**src/sv/hcb_pkg.sv**
```systemverilog
`timescale 1ns / 1ps
package hcb_pkg;

  localparam int SYM_W = 8;
  localparam int WT_IN_W = 16;
  localparam int CODE_W = 15;
  localparam int CLEN_W = 4;
  localparam int LEN_W = 5;

  typedef enum logic [14:0] {
    S_LOAD   = 15'b000000000000001,
    S_INIT   = 15'b000000000000010,
    S_RDL    = 15'b000000000000100,
    S_RDW    = 15'b000000000001000,
    S_CMP    = 15'b000000000010000,
    S_MRG1   = 15'b000000000100000,
    S_MRG2   = 15'b000000001000000,
    S_RDROOT = 15'b000000010000000,
    S_ROOT   = 15'b000000100000000,
    S_POP    = 15'b000001000000000,
    S_NODE   = 15'b000010000000000,
    S_LEAF   = 15'b000100000000000,
    S_PUSH1  = 15'b001000000000000,
    S_PUSH2  = 15'b010000000000000,
    S_WAIT   = 15'b100000000000000
  } state_t;

endpackage

```
**src/sv/huffman_code_builder.sv**
```systemverilog
`timescale 1ns / 1ps
// sequence: loading accepts one item per cycle; after the final item, setup fills the live
// list, each merge round scans every live node through the compare state and the single
// weight read port, then the root is fetched, the tree is walked with a node stack (a leaf
// code is registered in the leaf state and held until taken) and the batch closes
// throughput: one batch at a time, input stalled from the final item until the last code
// reset: synchronous active-high rst clears the sequencer, symbol count, overflow flag and output valid
module huffman_code_builder #(
  parameter int MAX_SYMBOLS = 16,
  parameter int WEIGHT_BITS = 16
) (
  input  logic clk,
  input  logic rst,
  input  logic valid,
  output logic stall,
  input  logic [hcb_pkg::SYM_W-1:0] symbol,
  input  logic [hcb_pkg::WT_IN_W-1:0] weight,
  input  logic final_entry,
  output logic out_valid,
  input  logic out_stall,
  output logic [hcb_pkg::SYM_W-1:0] out_symbol,
  output logic [hcb_pkg::CODE_W-1:0] code_bits,
  output logic [hcb_pkg::CLEN_W-1:0] code_length,
  output logic overflowed,
  output logic last_code
);
  import hcb_pkg::*;

  localparam int LW = (MAX_SYMBOLS > 2) ? $clog2(MAX_SYMBOLS) : 1;
  localparam int CW = $clog2(MAX_SYMBOLS + 1);
  localparam int NW = $clog2(2 * MAX_SYMBOLS);
  localparam int NODES = 2 * MAX_SYMBOLS;
  localparam int IW = (WEIGHT_BITS < WT_IN_W) ? WEIGHT_BITS : WT_IN_W;
  localparam int WW = IW + CW;
  localparam int SPW = $clog2(NODES + 1);
  localparam int STW = NW + CODE_W + LEN_W;

  state_t state;
  logic [CW-1:0] symbol_count, idx, live;
  logic overflow_seen;
  logic [NW-1:0] next_node, cur_node, node_a, node_b;
  logic [LW-1:0] ia, ib;
  logic [WW-1:0] wa, wb;
  logic bval;
  logic [SPW-1:0] sp;
  logic [CODE_W-1:0] code;
  logic [LEN_W-1:0] len;

  // memories
  logic [SYM_W-1:0] leaf_mem [MAX_SYMBOLS];
  logic [WW-1:0] wt_mem [NODES];
  logic [2*NW-1:0] child_mem [NODES];
  logic [NW-1:0] live_mem [MAX_SYMBOLS];
  logic [STW-1:0] stack_mem [NODES];

  logic leaf_we, leaf_re;
  logic [LW-1:0] leaf_waddr, leaf_raddr;
  logic [SYM_W-1:0] leaf_q;
  logic wt_we, wt_re;
  logic [NW-1:0] wt_waddr, wt_raddr;
  logic [WW-1:0] wt_wdata, wt_q;
  logic ch_we, ch_re;
  logic [NW-1:0] ch_raddr;
  logic [2*NW-1:0] ch_q;
  logic lv_we, lv_re;
  logic [LW-1:0] lv_waddr, lv_raddr;
  logic [NW-1:0] lv_wdata, lv_q;
  logic st_we, st_re;
  logic [NW-1:0] st_waddr, st_raddr;
  logic [STW-1:0] st_wdata, st_q;

  logic in_acc, has_room;
  logic [CW-1:0] tail;
  logic is_leaf;

  assign stall = (state != S_LOAD);
  assign in_acc = valid && !stall;
  assign has_room = (symbol_count < CW'(MAX_SYMBOLS));
  assign tail = live - CW'(1);
  assign is_leaf = ({1'b0, st_q[STW-1 -: NW]} < {1'b0, NW'(symbol_count)});

  always_ff @(posedge clk) begin
    if (leaf_we) leaf_mem[leaf_waddr] <= symbol;
    if (leaf_re) leaf_q <= leaf_mem[leaf_raddr];
    if (wt_we) wt_mem[wt_waddr] <= wt_wdata;
    if (wt_re) wt_q <= wt_mem[wt_raddr];
    if (ch_we) child_mem[next_node] <= {node_a, node_b};
    if (ch_re) ch_q <= child_mem[ch_raddr];
    if (lv_we) live_mem[lv_waddr] <= lv_wdata;
    if (lv_re) lv_q <= live_mem[lv_raddr];
    if (st_we) stack_mem[st_waddr] <= st_wdata;
    if (st_re) st_q <= stack_mem[st_raddr];
  end

  always_comb begin
    leaf_we = 1'b0; leaf_re = 1'b0;
    leaf_waddr = symbol_count[LW-1:0]; leaf_raddr = st_q[STW-NW +: LW];
    wt_we = 1'b0; wt_re = 1'b0;
    wt_waddr = NW'(symbol_count); wt_raddr = lv_q;
    wt_wdata = WW'(weight[IW-1:0]);
    ch_we = 1'b0; ch_re = 1'b0; ch_raddr = st_q[STW-1 -: NW];
    lv_we = 1'b0; lv_re = 1'b0;
    lv_waddr = idx[LW-1:0]; lv_raddr = idx[LW-1:0]; lv_wdata = NW'(idx);
    st_we = 1'b0; st_re = 1'b0;
    st_waddr = NW'(sp); st_raddr = NW'(sp - SPW'(1));
    st_wdata = {lv_q, {CODE_W{1'b0}}, {LEN_W{1'b0}}};
    unique case (state)
      S_LOAD: begin
        leaf_we = in_acc && has_room;
        wt_we = in_acc && has_room;
      end
      S_INIT: lv_we = 1'b1;
      S_RDL: lv_re = 1'b1;
      S_RDW: wt_re = 1'b1;
      S_CMP: ;
      S_MRG1: begin
        ch_we = 1'b1;
        wt_we = 1'b1;
        wt_waddr = next_node;
        wt_wdata = wa + wb;
        lv_we = 1'b1;
        lv_waddr = (ia < ib) ? ia : ib;
        lv_wdata = next_node;
        lv_re = 1'b1;
        lv_raddr = tail[LW-1:0];
      end
      S_MRG2: begin
        lv_we = 1'b1;
        lv_waddr = (ia < ib) ? ib : ia;
        lv_wdata = lv_q;
      end
      S_RDROOT: begin
        lv_re = 1'b1;
        lv_raddr = '0;
      end
      S_ROOT: begin
        st_we = 1'b1;
        st_waddr = '0;
      end
      S_POP: st_re = (sp != '0);
      S_NODE: begin
        leaf_re = is_leaf;
        ch_re = !is_leaf;
      end
      S_LEAF: ;
      S_PUSH1: begin
        st_we = 1'b1;
        st_wdata = {ch_q[NW-1:0], code[CODE_W-2:0], 1'b1, len + LEN_W'(1)};
      end
      S_PUSH2: begin
        st_we = 1'b1;
        st_waddr = NW'(sp + SPW'(1));
        st_wdata = {ch_q[2*NW-1 -: NW], code[CODE_W-2:0], 1'b0, len + LEN_W'(1)};
      end
      S_WAIT: ;
      default: ;
    endcase
  end

  always_ff @(posedge clk) begin
    if (rst) begin
      state <= S_LOAD;
      symbol_count <= '0;
      overflow_seen <= 1'b0;
      out_valid <= 1'b0;
    end else begin
      unique case (state)
        S_LOAD: begin
          if (in_acc) begin
            if (has_room) symbol_count <= symbol_count + CW'(1);
            else overflow_seen <= 1'b1;
            if (final_entry) begin
              idx <= '0;
              state <= S_INIT;
            end
          end
        end
        S_INIT: begin
          idx <= idx + CW'(1);
          if (idx + CW'(1) == symbol_count) begin
            live <= symbol_count;
            next_node <= NW'(symbol_count);
            idx <= '0;
            bval <= 1'b0;
            state <= (symbol_count == CW'(1)) ? S_RDROOT : S_RDL;
          end
        end
        S_RDL: state <= S_RDW;
        S_RDW: begin
          cur_node <= lv_q;
          state <= S_CMP;
        end
        S_CMP: begin
          if (idx == '0 || wt_q < wa) begin
            if (idx != '0) begin
              wb <= wa; node_b <= node_a; ib <= ia; bval <= 1'b1;
            end
            wa <= wt_q; node_a <= cur_node; ia <= idx[LW-1:0];
          end else if (!bval || wt_q < wb) begin
            wb <= wt_q; node_b <= cur_node; ib <= idx[LW-1:0]; bval <= 1'b1;
          end
          idx <= idx + CW'(1);
          state <= (idx + CW'(1) == live) ? S_MRG1 : S_RDL;
        end
        S_MRG1: state <= S_MRG2;
        S_MRG2: begin
          next_node <= next_node + NW'(1);
          live <= tail;
          idx <= '0;
          bval <= 1'b0;
          state <= (tail == CW'(1)) ? S_RDROOT : S_RDL;
        end
        S_RDROOT: state <= S_ROOT;
        S_ROOT: begin
          sp <= SPW'(1);
          state <= S_POP;
        end
        S_POP: begin
          if (sp == '0) begin
            symbol_count <= '0;
            overflow_seen <= 1'b0;
            state <= S_LOAD;
          end else begin
            sp <= sp - SPW'(1);
            state <= S_NODE;
          end
        end
        S_NODE: begin
          code <= st_q[LEN_W +: CODE_W];
          len <= st_q[LEN_W-1:0];
          state <= is_leaf ? S_LEAF : S_PUSH1;
        end
        S_LEAF: begin
          out_symbol <= leaf_q;
          code_bits <= code;
          code_length <= len[CLEN_W-1:0];
          overflowed <= overflow_seen;
          last_code <= (sp == '0);
          out_valid <= 1'b1;
          state <= S_WAIT;
        end
        S_PUSH1: state <= S_PUSH2;
        S_PUSH2: begin
          sp <= sp + SPW'(2);
          state <= S_POP;
        end
        S_WAIT: begin
          if (!out_stall) begin
            out_valid <= 1'b0;
            state <= S_POP;
          end
        end
        default: state <= S_LOAD;
      endcase
    end
  end

endmodule

```
**config.mk**
```make
export PLATFORM = sky130hd
export DESIGN_NAME = huffman_code_builder
export DESIGN_NICKNAME = d
export VERILOG_FILES = /design/src/sv/hcb_pkg.sv /design/src/sv/huffman_code_builder.sv
export SDC_FILE = /design/constraint.sdc
export NUM_CORES = 2
export LEC_CHECK = 0
export BUFFER_PORTS_ARGS = -buffer_cell sky130_fd_sc_hd__buf_2
export CAP_MARGIN = 20
export CORE_AREA = 2 2 510 386
export CTS_BUF_LIST = sky130_fd_sc_hd__clkbuf_8
export DETAILED_ROUTE_END_ITERATION = 6
export DIE_AREA = 0 0 512 388
export GPL_TIMING_DRIVEN = 0
export MAX_ROUTING_LAYER = met4
export PLACE_DENSITY_LB_ADDON = 0.05
export SETUP_SLACK_MARGIN = 0.3
export SLEW_MARGIN = 20
export SYNTH_ARGS = -nofsm -noshare
export SYNTH_HDL_FRONTEND = slang
export SYNTH_SLANG_ARGS = --single-unit
```
**constraint.sdc**
```tcl
create_clock -name clk -period 10.5 [get_ports clk]
set_clock_uncertainty 0.1 [all_clocks]
set_input_delay 1.05 -clock clk [delete_from_list [all_inputs] [get_ports clk]]
set_output_delay 1.05 -clock clk [all_outputs]
set_load 0.02 [all_outputs]
```
==> flow_summary.ini <==
[placement]
dp_hpwl_mm = 149
place.gp.congestion = 0.845
post_dp_cell_area_mm2 = 0.0933
port_buffers = 59

[yosys]
synth_area_mm2 = 0.0867
yosysSeqAreaShare_pct = 75.7
yosysTopAreaCell = edfxtp_1
synth_edf_count = 2171
synth_cell_types = 81
yosys_warnings = 0
async_reset_ff_share_pct = 0
syn_inst = 3994
synth_nets = 4111
ys.flop_type = edfxtp_1
synth_top_area_share_pct = 75.2
ys_ff_latch = 2193
syn_avg_cell_area_um2 = 21.7
synth_area_leaders = edfxtp_1, mux4_2, ha_1

[clock_network]
cts_root_buf = clkbuf_8
cts_sinks = 2193
postCtsHoldBufs = 0
clk_pin_slew_worst_paths_ns = 0.06
cts_resized = 0
htree_levels = 5
cts_setup_buffers = 0
max-clock-path-buffers = 4
numCtsBuffers = 355
insertion_delay_ns = 1.02
cts_tree = done

[floorplan]
die_y_um = 388
design.die.area_mm2 = 0.199
io_pins = 60
fp.dieW_um = 512
initial_core_util_pct = 44.9
rows = 140
core_area_mm2 = 0.193

[timing]
fmax_mhz = 143
post-route-min-period_ns = 7.01
fin_setup_tns_ns = 0
tightestPinTransition_ns = 1.18
fin_crit_sh_pct = 66.8
slew_headroom_pct = 20.9
setup_violations = 0
rsz0062_at_grt = false
hold_viol = 0
slew_violations = 0

[power]
ir_worst_vdd_uv = 119
cellPowerDensity_mw_per_mm2 = 166
clkPwrFrac_pct = 40.1
intPower_mw = 13.0
comb_power_share_pct = 2.0
switchingPower_mw = 3.57
cellLeakagePower_nw = 31.6
p_sw_share_pct = 21.5
seq_power_share_pct = 57.9

[finish]
final_common_cell = edfxtp_1
nNetsFinal = 4655
register_area_mm2 = 0.0656
areaGrowthSynthToFinish_pct = 14.9
final_cell_mix = edfxtp_1, mux4_2, clkbuf_8
fin_area_mm2 = 0.0997
multi_input_area_mm2 = 0.0209
fillers = 15400
drive_above_1_share_pct = 31.7

[hold_path]
hp-class = flop to flop

[global_route]
grt_antenna_before_repair = 12
grt_util_all_layers_pct = 23.4
gr-total-overflow = 0
grt_pass1_vias = 42800
grt_pass1_wl_mm = 319
grt_max_degree = 40

[route]
viasPerCell = 5.78
vias = 42500
antenna_left = 0
wire_per_inst_um = 30.6
drt-initial-drc-count = 4850
drc_errors = 0
wl_mm = 225
dr.pass1.iters = 6

[worst_setup_path]
reg2reg_slack_ns = 3.49
cp.required_ns = 11.13
endpoint_kind = flop
critPathMaxFanout = 10
cp.arrival_ns = 7.65
critPathLaunchType = flop
path_class = flop to flop

[status]
status = completed

[flow_run]
maxCapViolCount = 0
[metrics by stage]
| stage | util [%] | power (mW) | setup slack (ns) | hold WS [ns] | std cells |
|---|---|---|---|---|---|
| 2_1_floorplan | - | 9.95 | 5.54 | 0.300 | 3994 |
| 3_3_place_gp | 46.7 | 10.1 | 0.953 | 0.304 | 6609 |
| 3_5_place_dp | 48.3 | 10.1 | 3.61 | 0.305 | 6731 |
| 4_1_cts | 51.5 | 16.8 | 3.61 | 0.211 | 7343 |
| 5_1_grt | 51.6 | 17.2 | 3.26 | 0.234 | 7356 |
| 6_report | 51.6 | 16.6 | 3.49 | 0.309 | 7359 |
[registers in the layout, summed over array words and instances (netlist names), 6 cells and up]
register	cells
stack_mem	768
wt_mem	672
child_mem	320
leaf_mem	128
live_mem	80
st_q	24
wa	21
wb	21
wt_q	21
code	15
code_bits	15
state	15
ch_q	10
leaf_q	8
out_symbol	8
sp	6
[synthesized netlist by cell type, drive strengths merged, types with 5 or more instances]
cell	number
o21ai	42
buf	76
xor2	22
o21a	9
nor3b	5
a211oi	5
nor2	157
a21o	18
a31oi	6
mux2	96
and2	38
nand3b	9
nand2b	15
a221o	5
ha	87
nor4	7
nand3	44
nand2	98
nand4	14
a211o	5
mux2i	41
and3	7
a21oi	53
nor2b	16
mux4	590
or2	7
inv	73
clkbuf	108
dfxtp	22
nor3	43
edfxtp	2171
a22oi	13
o211ai	14
xnor2	25
[layer usage]
metal / track usage [%] / part of all wire, %
met5: - / 0
met4: 6.35 / 2.6
met1: 35.5 / 47
met3: 4.72 / 7.0
met2: 32.2 / 43
[path summary, 6_finish.rpt]
check | start | endpoint | cells after the start
hold reg to reg | code[10]$_DFFE_PP_ | code_bits[10]$_DFFE_PP_ | 0
hold / removal | code[10]$_DFFE_PP_ | code_bits[10]$_DFFE_PP_ | 0
setup reg to reg | sp[0]$_DFFE_PP_ | stack_mem[28][16]$_DFFE_PP_ | 16
setup / recovery | sp[0]$_DFFE_PP_ | stack_mem[28][16]$_DFFE_PP_ | 16
[final cells by class]
cell class | instances | area share (%)
clock buffer | 360 | 4.97
sequential | 2193 | 65.9
multi-input combinational | 1543 | 21.0
timing repair buffer | 187 | 2.68
buffer | 184 | 0.825
antenna | 10 | 0.0251
tap | 2556 | 3.21
inverter | 74 | 0.280
clock inverter | 252 | 1.19
[critical path, stage by stage, from the launching register on]
cell	delay, ns
edfxtp_1	0.36
clkbuf_1	0.45
buf_2	0.48
buf_2	0.50
buf_2	0.34
inv_1	0.09
ha_1	0.30
clkbuf_1	0.51
clkbuf_1	0.81
clkbuf_1	0.74
o21ai_0	0.19
o21ai_0	0.11
and2_1	0.14
clkbuf_1	0.79
nor3_2	0.30
buf_4	0.29
buf_4	0.21
[power groups by stage]
stage / Clock, mW / Sequential [mW] / Combinational [mW]
global placement: 0 / 9.78 / 0.284
global route: 7.23 / 9.59 / 0.348
finish: 6.65 / 9.59 / 0.325
floorplan: 0 / 9.77 / 0.176
detailed placement: 0 / 9.78 / 0.323
CTS: 6.84 / 9.59 / 0.323
[cells by family (layout without fill, tap and decap cells)]
group,after synthesis,count (layout),synth area share (%)
flip-flops,2193,2193,75.7
multiplexers,727,727,17.1
AND/OR/NAND/NOR,478,478,2.74
buffers and inverters,258,1057,1.20
AO/OA/AOI/OAI,203,203,1.55
adder cells (fa/ha/maj),88,88,1.28
XOR/XNOR,47,47,0.475
other,0,10,0
(Power assumes the default switching activity.)
